**src/hw/rtl/gtp_pkg.sv**
```systemverilog
// Shared types, constants and helpers for the go-to-pose controller.
`default_nettype none
package gtp_pkg;
    localparam int AngPi = 12868;
    localparam int AngTwoPi = 25736;
    localparam int ZHalfPi = 102944;
    localparam int CordicSteps = 16;
    localparam int StepW = 5;
    localparam int SqrtSteps = 17;
    localparam int CfgIdxW = 3;

    localparam logic [CfgIdxW-1:0] REG_POS_WIN   = 3'd0;
    localparam logic [CfgIdxW-1:0] REG_HEAD_WIN  = 3'd1;
    localparam logic [CfgIdxW-1:0] REG_MAX_TURN  = 3'd2;
    localparam logic [CfgIdxW-1:0] REG_MIN_TURN  = 3'd3;
    localparam logic [CfgIdxW-1:0] REG_MAX_SPEED = 3'd4;
    localparam logic [CfgIdxW-1:0] REG_GAIN      = 3'd5;
    localparam logic [CfgIdxW-1:0] REG_DRIVE_WIN = 3'd6;

    typedef enum logic [2:0] {
        ST_IDLE, ST_CHECK, ST_CORDIC, ST_SQRT, ST_FINISH, ST_OUT
    } state_t;

    typedef struct packed {
        logic [14:0] position_window;
        logic [13:0] heading_window;
        logic [13:0] max_turn_rate;
        logic [13:0] min_turn_rate;
        logic [15:0] max_speed;
        logic [7:0]  speed_gain;
        logic [13:0] drive_heading_window;
    } cfg_t;

    function automatic logic [23:0] atan_entry(input logic [StepW-1:0] i);
        logic [23:0] r;
        case (i)
            5'd0: r = 24'd51472;  5'd1: r = 24'd30385;  5'd2: r = 24'd16055;
            5'd3: r = 24'd8150;   5'd4: r = 24'd4091;   5'd5: r = 24'd2047;
            5'd6: r = 24'd1024;   5'd7: r = 24'd512;    5'd8: r = 24'd256;
            5'd9: r = 24'd128;    5'd10: r = 24'd64;    5'd11: r = 24'd32;
            5'd12: r = 24'd16;    5'd13: r = 24'd8;     5'd14: r = 24'd4;
            5'd15: r = 24'd2;
            default: r = 24'd0;
        endcase
        return r;
    endfunction

    function automatic logic signed [18:0] wrap_angle(input logic signed [18:0] e);
        logic signed [18:0] r;
        r = e;
        if (e > 19'sd12868) r = e - 19'sd25736;
        else if (e < -19'sd12868) r = e + 19'sd25736;
        return r;
    endfunction

    function automatic logic [18:0] abs19(input logic signed [18:0] e);
        return e[18] ? 19'(-e) : 19'(e);
    endfunction

    function automatic logic signed [14:0] clamp_turn(input logic signed [18:0] e,
            input logic [13:0] mx, input logic [13:0] mn);
        logic [18:0] mag;
        logic signed [18:0] t;
        mag = abs19(e);
        t = e;
        if (mag > {5'd0, mx}) begin
            mag = {5'd0, mx};
            t = e[18] ? -$signed({5'd0, mx}) : $signed({5'd0, mx});
        end
        if (mag < {5'd0, mn}) t = e[18] ? -$signed({5'd0, mn}) : $signed({5'd0, mn});
        return t[14:0];
    endfunction
endpackage
`default_nettype wire

```
**src/hw/rtl/go_to_pose_controller.sv**
```systemverilog
// Top level: go-to-pose steering controller for a differential-drive robot.
// After check, the result beat follows for an input beat inside the window or when arrived;
// when steering the steps are check, CORDIC, square root, finish, then output.
// Throughput: one item in flight; s_tready is low from accept until the m_ beat is taken.
// Reset: synchronous active-low aresetn restores register defaults and sets arrived.
`default_nettype none
module go_to_pose_controller (
    input  wire logic        aclk,
    input  wire logic        aresetn,
    input  wire logic        s_tvalid,
    output logic             s_tready,
    // start_req[0], target_x[16:1], target_y[32:17], target_heading[47:33],
    // heading_free[48], robot_x[64:49], robot_y[80:65], robot_heading[95:81]
    input  wire logic [95:0] s_tdata,
    output logic             m_tvalid,
    input  wire logic        m_tready,
    // forward_speed[15:0], turn_rate[30:16], done_res[31]
    output logic [31:0]      m_tdata,
    input  wire logic        cfg_valid,
    output logic             cfg_ready,
    input  wire logic [2:0]  cfg_index,
    input  wire logic [15:0] cfg_data
);
    import gtp_pkg::*;
    state_t state_reg, state_next;
    cfg_t cfg_reg;
    logic arrived_reg, arrived_next;
    logic signed [16:0] dx_reg, dy_reg;
    logic signed [14:0] th_reg, rh_reg;
    logic free_reg;
    logic [15:0] speed_reg, speed_next;
    logic signed [14:0] turn_reg, turn_next;
    logic cordic_go, sqrt_go, cordic_busy, sqrt_busy;
    logic signed [18:0] dir_angle, err_h, err_d;
    logic [16:0] adx, ady, root;
    logic [33:0] sq;
    logic [24:0] prod;
    logic in_window;
    logic drive_ok_reg, drive_ok_next;
    logic accept;

    assign accept = s_tvalid && s_tready;
    assign s_tready = (state_reg == ST_IDLE);
    assign cfg_ready = 1'b1;
    assign m_tvalid = (state_reg == ST_OUT);
    assign m_tdata = {arrived_reg, turn_reg, speed_reg};

    assign adx = dx_reg[16] ? 17'(-dx_reg) : 17'(dx_reg);
    assign ady = dy_reg[16] ? 17'(-dy_reg) : 17'(dy_reg);
    assign in_window = adx < {2'd0, cfg_reg.position_window}
        && ady < {2'd0, cfg_reg.position_window};
    assign err_h = wrap_angle(19'(th_reg) - 19'(rh_reg));
    assign err_d = wrap_angle(((dx_reg == 0 && dy_reg == 0) ? 19'sd0 : dir_angle)
        - 19'(rh_reg));
    assign sq = ({17'd0, adx} * {17'd0, adx}) + ({17'd0, ady} * {17'd0, ady});
    assign prod = 25'(root) * 25'(cfg_reg.speed_gain);

    gtp_cordic u_cordic (.aclk, .aresetn, .start(cordic_go), .dx(dx_reg), .dy(dy_reg),
        .busy(cordic_busy), .angle(dir_angle));
    gtp_sqrt u_sqrt (.aclk, .aresetn, .start(sqrt_go), .value(sq),
        .busy(sqrt_busy), .root(root));

    always_comb begin
        state_next = state_reg;
        unique case (state_reg)
            ST_IDLE:   if (accept) state_next = ST_CHECK;
            ST_CHECK:  state_next = (in_window || arrived_reg) ? ST_OUT : ST_CORDIC;
            ST_CORDIC: if (!cordic_busy) state_next = ST_SQRT;
            ST_SQRT:   if (!sqrt_busy) state_next = ST_FINISH;
            ST_FINISH: state_next = ST_OUT;
            ST_OUT:    if (m_tready) state_next = ST_IDLE;
            default:   state_next = ST_IDLE;
        endcase
    end

    always_comb begin
        arrived_next = arrived_reg;
        speed_next = speed_reg;
        turn_next = turn_reg;
        drive_ok_next = drive_ok_reg;
        cordic_go = 1'b0;
        sqrt_go = 1'b0;
        unique case (state_reg)
            ST_IDLE: if (accept && s_tdata[0]) arrived_next = 1'b0;
            ST_CHECK: begin
                speed_next = '0;
                turn_next = '0;
                if (in_window) begin
                    if (abs19(err_h) < {5'd0, cfg_reg.heading_window} || free_reg)
                        arrived_next = 1'b1;
                    else
                        turn_next = clamp_turn(err_h, cfg_reg.max_turn_rate,
                            cfg_reg.min_turn_rate);
                end else if (!arrived_reg) begin
                    cordic_go = 1'b1;
                end
            end
            ST_CORDIC: if (!cordic_busy) begin
                sqrt_go = 1'b1;
                turn_next = clamp_turn(err_d, cfg_reg.max_turn_rate, cfg_reg.min_turn_rate);
                drive_ok_next = abs19(err_d) < {5'd0, cfg_reg.drive_heading_window};
            end
            ST_FINISH: if (drive_ok_reg) begin
                speed_next = (prod[24:8] > {1'b0, cfg_reg.max_speed}) ?
                    cfg_reg.max_speed : prod[23:8];
            end
            default: ;
        endcase
    end

    always_ff @(posedge aclk) begin
        if (!aresetn) begin
            state_reg <= ST_IDLE;
            arrived_reg <= 1'b1;
            cfg_reg.position_window <= 15'd50;
            cfg_reg.heading_window <= 14'd410;
            cfg_reg.max_turn_rate <= 14'd2145;
            cfg_reg.min_turn_rate <= 14'd205;
            cfg_reg.max_speed <= 16'd700;
            cfg_reg.speed_gain <= 8'd179;
            cfg_reg.drive_heading_window <= 14'd819;
        end else begin
            state_reg <= state_next;
            arrived_reg <= arrived_next;
            if (cfg_valid) begin
                unique case (cfg_index)
                    REG_POS_WIN:   cfg_reg.position_window <= cfg_data[14:0];
                    REG_HEAD_WIN:  cfg_reg.heading_window <= cfg_data[13:0];
                    REG_MAX_TURN:  cfg_reg.max_turn_rate <= cfg_data[13:0];
                    REG_MIN_TURN:  cfg_reg.min_turn_rate <= cfg_data[13:0];
                    REG_MAX_SPEED: cfg_reg.max_speed <= cfg_data;
                    REG_GAIN:      cfg_reg.speed_gain <= cfg_data[7:0];
                    REG_DRIVE_WIN: cfg_reg.drive_heading_window <= cfg_data[13:0];
                    default: ;
                endcase
            end
        end
        speed_reg <= speed_next;
        turn_reg <= turn_next;
        drive_ok_reg <= drive_ok_next;
        if (accept) begin
            dx_reg <= 17'($signed(s_tdata[16:1])) - 17'($signed(s_tdata[64:49]));
            dy_reg <= 17'($signed(s_tdata[32:17])) - 17'($signed(s_tdata[80:65]));
            th_reg <= s_tdata[47:33];
            free_reg <= s_tdata[48];
            rh_reg <= s_tdata[95:81];
        end
    end

    a_hold: assert property (@(posedge aclk) disable iff (!aresetn)
        m_tvalid && !m_tready |=> m_tvalid && $stable(m_tdata)) else $error("result dropped");
    a_noacc: assert property (@(posedge aclk) disable iff (!aresetn)
        state_reg != ST_IDLE |-> !s_tready) else $error("accept while busy");
    a_arr: assert property (@(posedge aclk) disable iff (!aresetn)
        state_reg == ST_CORDIC |-> !arrived_reg) else $error("steering while arrived");
endmodule
`default_nettype wire

```
**src/hw/rtl/gtp_cordic.sv**
```systemverilog
// Vectoring CORDIC unit, one micro-rotation per cycle.
`default_nettype none
module gtp_cordic (
    input  wire logic               aclk,
    input  wire logic               aresetn,
    input  wire logic               start,
    input  wire logic signed [16:0] dx,
    input  wire logic signed [16:0] dy,
    output logic                    busy,
    output logic signed [18:0]      angle
);
    import gtp_pkg::*;
    logic signed [31:0] x_reg, x_next, y_reg, y_next;
    logic signed [23:0] z_reg, z_next;
    logic [StepW-1:0] i_reg, i_next;
    logic busy_reg, busy_next;
    logic signed [31:0] xs, ys, x0, y0;
    logic signed [23:0] zr;

    always_comb begin
        x0 = 32'(dx) <<< 12;
        y0 = 32'(dy) <<< 12;
        xs = x_reg >>> i_reg;
        ys = y_reg >>> i_reg;
        x_next = x_reg; y_next = y_reg; z_next = z_reg;
        i_next = i_reg; busy_next = busy_reg;
        if (start) begin
            busy_next = 1'b1;
            i_next = '0;
            if (dx < 0) begin
                if (dy >= 0) begin
                    x_next = y0; y_next = -x0; z_next = 24'(ZHalfPi);
                end else begin
                    x_next = -y0; y_next = x0; z_next = -24'(ZHalfPi);
                end
            end else begin
                x_next = x0; y_next = y0; z_next = '0;
            end
        end else if (busy_reg) begin
            if (y_reg > 0) begin
                x_next = x_reg + ys; y_next = y_reg - xs;
                z_next = z_reg + $signed(atan_entry(i_reg));
            end else begin
                x_next = x_reg - ys; y_next = y_reg + xs;
                z_next = z_reg - $signed(atan_entry(i_reg));
            end
            i_next = i_reg + 5'd1;
            if (i_reg == StepW'(CordicSteps - 1)) busy_next = 1'b0;
        end
    end

    always_ff @(posedge aclk) begin
        if (!aresetn) begin
            busy_reg <= 1'b0;
            i_reg <= '0;
        end else begin
            busy_reg <= busy_next;
            i_reg <= i_next;
        end
        x_reg <= x_next; y_reg <= y_next; z_reg <= z_next;
    end

    assign zr = (z_reg + 24'sd8) >>> 4;
    assign busy = busy_reg;
    assign angle = zr[18:0];

    a_steps: assert property (@(posedge aclk) disable iff (!aresetn)
        busy_reg && !start |-> i_reg < StepW'(CordicSteps)) else $error("cordic overrun");
endmodule
`default_nettype wire

```
**src/hw/rtl/gtp_sqrt.sv**
```systemverilog
// Bit-pair restoring square root, one result bit per cycle.
`default_nettype none
module gtp_sqrt (
    input  wire logic        aclk,
    input  wire logic        aresetn,
    input  wire logic        start,
    input  wire logic [33:0] value,
    output logic             busy,
    output logic [16:0]      root
);
    import gtp_pkg::*;
    logic [33:0] v_reg, v_next;
    logic [33:0] r_reg, r_next;
    logic [33:0] b_reg, b_next;
    logic [StepW-1:0] n_reg, n_next;
    logic busy_reg, busy_next;
    logic [33:0] trial;

    always_comb begin
        trial = r_reg + b_reg;
        v_next = v_reg; r_next = r_reg; b_next = b_reg;
        n_next = n_reg; busy_next = busy_reg;
        if (start) begin
            v_next = value; r_next = '0; b_next = 34'h1 << 32;
            n_next = '0; busy_next = 1'b1;
        end else if (busy_reg) begin
            if (v_reg >= trial) begin
                v_next = v_reg - trial;
                r_next = (r_reg >> 1) + b_reg;
            end else begin
                r_next = r_reg >> 1;
            end
            b_next = b_reg >> 2;
            n_next = n_reg + 5'd1;
            if (n_reg == StepW'(SqrtSteps - 1)) busy_next = 1'b0;
        end
    end

    always_ff @(posedge aclk) begin
        if (!aresetn) begin
            busy_reg <= 1'b0;
            n_reg <= '0;
        end else begin
            busy_reg <= busy_next;
            n_reg <= n_next;
        end
        v_reg <= v_next; r_reg <= r_next; b_reg <= b_next;
    end

    assign busy = busy_reg;
    assign root = r_reg[16:0];

    a_len: assert property (@(posedge aclk) disable iff (!aresetn)
        busy_reg && !start |-> n_reg < StepW'(SqrtSteps)) else $error("sqrt overrun");
endmodule
`default_nettype wire

```
**config.mk**
```make
export PLATFORM = sky130hd
export DESIGN_NAME = go_to_pose_controller
export DESIGN_NICKNAME = d
export VERILOG_FILES = /design/src/hw/rtl/gtp_pkg.sv /design/src/hw/rtl/go_to_pose_controller.sv /design/src/hw/rtl/gtp_cordic.sv /design/src/hw/rtl/gtp_sqrt.sv
export SDC_FILE = /design/constraint.sdc
export NUM_CORES = 2
export LEC_CHECK = 0
export BUFFER_PORTS_ARGS = -buffer_cell sky130_fd_sc_hd__buf_4
export CAP_MARGIN = 20
export CORE_ASPECT_RATIO = 1.25
export CORE_MARGIN = 2
export CORE_UTILIZATION = 45
export CTS_BUF_LIST = sky130_fd_sc_hd__clkbuf_8
export DETAILED_ROUTE_END_ITERATION = 10
export PLACE_DENSITY = 0.72
export SYNTH_ARGS = -nofsm -noshare
export SYNTH_HDL_FRONTEND = slang
export SYNTH_SLANG_ARGS = --single-unit
```
**constraint.sdc**
```tcl
create_clock -name aclk -period 12.76 [get_ports aclk]
set_input_delay 2.552 -clock aclk [delete_from_list [all_inputs] [get_ports aclk]]
set_output_delay 2.552 -clock aclk [all_outputs]
set_load 0.01 [all_outputs]
```
==> impl_metrics.json <==
{
  "final_antenna_net_count": 0,
  "grt_pass1_wl_um": 261000,
  "area_growth_pct": 9.33,
  "rows": 146,
  "cp-start-kind": "flip-flop",
  "crit_arrival_ns": 12.54,
  "vias": 48500,
  "max_stage_delay_ns": 0.46,
  "synth_cell_types": 105,
  "min_path_type": "flip-flop to flip-flop",
  "synth-seq-cells": 396,
  "finalWirelength_um": 165000,
  "ys.flop_type": "edfxtp_1",
  "tightestPinTransition_ns": 1.06,
  "dp_hpwl_um": 131000,
  "drc": 0,
  "coreArea_sq_um": 127000,
  "largest_reg_flops": 95,
  "grt_max_degree": 103,
  "drt_iter0_markers": 3440,
  "fillers": 12000,
  "start_util": 0.453,
  "wl_per_cell_um": 19.3,
  "yosys_warnings": 0,
  "clk_latency_ns": 0.77,
  "htreeDepth": 3,
  "antenna_found_initial": 5,
  "via_per_inst": 5.68,
  "dieArea_sq_um": 130000,
  "hold_depth": 2,
  "io_pins": 155,
  "crit_buf_inv": 4,
  "drive_gt1_frac": 0.0882,
  "clk_path_buf_depth": 3,
  "register_area_sq_um": 10100,
  "synth_edf_count": 218,
  "yosys.area.top_type_share": 0.189,
  "place_ws_ns": 0.0788,
  "critPathTopFamily": "compound AO/OA/AOI/OAI gates",
  "setup_slack_ns": 0.688,
  "multi_input_area_sq_um": 43300,
  "cts.reportedPaths.clkPinSlew_ns": 0.06,
  "fmax_ghz": 0.0828,
  "cts_sinks": 396,
  "cap_violations": 0,
  "grt_usage": 0.253,
  "setup_viol": 0,
  "cts_tree": "done",
  "slew_headroom": 0.286,
  "skew_ns": 0.0581,
  "min_period_ns": 12.07,
  "postSynthAreaPerCell_sq_um": 8.60,
  "overflow": 0,
  "hold_violations": 0,
  "path_class": "flip-flop to flip-flop",
  "crit_path_frequent_cell": "o21a_1",
  "syn_area_sq_um": 57300,
  "synth_top_area_cell": "fa_1",
  "cts-root-buf": "clkbuf_8",
  "synthTopCellsByArea": "fa_1, ha_1, edfxtp_1, dfxtp_1, inv_1",
  "hold_buffers": 0,
  "crit_required_ns": 13.23,
  "async_reset_ff_frac": 0,
  "slew_viol_final": 0,
  "firstDrtPassIters": 7,
  "end_kind": "flip-flop",
  "cts_made_buffers": 76,
  "cp_max_fo": 9,
  "grt_pass1_vias": 49400,
  "cp.depth": 61,
  "critPathSlowestCell": "a2111o_1",
  "r2r_cells": 61,
  "r2r_slack_ns": 0.69,
  "syn_inst": 6665,
  "nets": 8050,
  "die_h_um": 403,
  "seq_area_frac_synth": 0.176,
  "portBuffers": 153,
  "status": "finished clean",
  "die_w_um": 323,
  "place.gp.congestion": 0.995,
  "fin_crit_sh": 0.946
}
==> stage by stage <==
step                utilization  hold slack [ns]  cells  cell area [sq um]  TNS [ns]
detailed placement        0.479            0.462   8384              60600         0
global route              0.495            0.495   8551              62700  -0.00152
floorplan                     -            0.440   6675              57400         0
finish                    0.495            0.470   8551              62700         0
CTS                       0.492            0.471   8522              62200         0
global placement          0.479            0.455   8382              60600         0
==> final timing paths <==
check,from,end
worst max-delay path,dx_reg[1],turn_reg[4]
worst min register to register,cfg_reg[75],cfg_reg[75]
worst min-delay path,cfg_reg[75],cfg_reg[75]
worst max register to register,dx_reg[1],turn_reg[4]
==> synthesized netlist by cell type (27+ instances only) <==
cell type,count
buf_1,27
o211ai_1,86
o21ai_0,278
clkbuf_1,208
o21a_1,53
nand2b_1,66
edfxtp_1,218
dfxtp_1,178
a31oi_1,53
xor2_1,167
a21oi_1,304
o21bai_1,40
mux4_2,37
a21o_1,112
a21boi_0,80
nor2b_1,86
mux2i_1,125
a211oi_1,58
inv_1,852
mux2_2,42
ha_1,603
nor2_1,518
nand4_1,40
nand2_1,783
and2_1,108
and3_1,46
fa_1,542
nor3_1,104
or3_1,53
xnor2_1,296
o31ai_1,51
a31o_2,27
nand3_1,105
==> cells by family (layout without fill, tap and decap cells) <==
family / Yosys count / count (layout) / synth area share
simple gates: 1992 / 1992 / 0.157
compound gates: 1335 / 1335 / 0.155
buf+inv: 1125 / 1295 / 0.0743
fa+ha+maj: 1145 / 1145 / 0.321
flops: 396 / 396 / 0.176
other cells: 2 / 16 / 0.000131
xor+xnor: 466 / 466 / 0.0716
mux: 204 / 204 / 0.0446
==> timing repair <==
action	CTS	global route
buffers inserted	0	21
resized for setup	0	41
setup endpoints to repair	0	15
==> metal layers <==
metal  part of all wire  GRT usage  vias to the layer above
li1                   -          -                    22800
met1               0.38      0.292                    23500
met2               0.49      0.443                     1712
met3              0.057     0.0343                      537
met4              0.067      0.153                        0
met5                  0          0                        -
==> tightest hold or removal path, cell delays in order (launching register included) <==
cell and delay [ns]:
dfxtp_1 0.31, nand2_1 0.05, a21boi_0 0.06
==> final cells by class <==
cell class | count | share of cell area
Clock inverter | 50 | 0.00615
Antenna cell | 4 | 0.000160
Sequential cell | 396 | 0.161
Timing Repair Buffer | 285 | 0.0358
Clock buffer | 88 | 0.0193
Inverter | 872 | 0.0522
Tap cell | 1702 | 0.0340
Multi-Input combinational cell | 5154 | 0.691
==> cell usage in the layout, fill, tap and decap left out, types with 42 or more instances in the layout <==
master    count
nor2_1      515
nor2b_1      85
nor3_1      100
or3_1        51
o21a_1       53
buf_4       275
clkbuf_8     88
a21boi_0     80
fa_1        541
a21oi_1     298
dfxtp_1     173
mux2_2       42
mux2i_1     125
nand3_1     104
xnor2_1     292
nand2b_1     66
xor2_1      165
inv_1       880
o31ai_1      51
a21o_1      112
nand2_1     781
and3_1       45
ha_1        600
o211ai_1     86
o21ai_0     274
and2_1      107
a31oi_1      53
edfxtp_1    218
a211oi_1     56
Power is not shown: default switching activity piles up to over one toggle a cycle in this logic, so the estimate is an artifact.
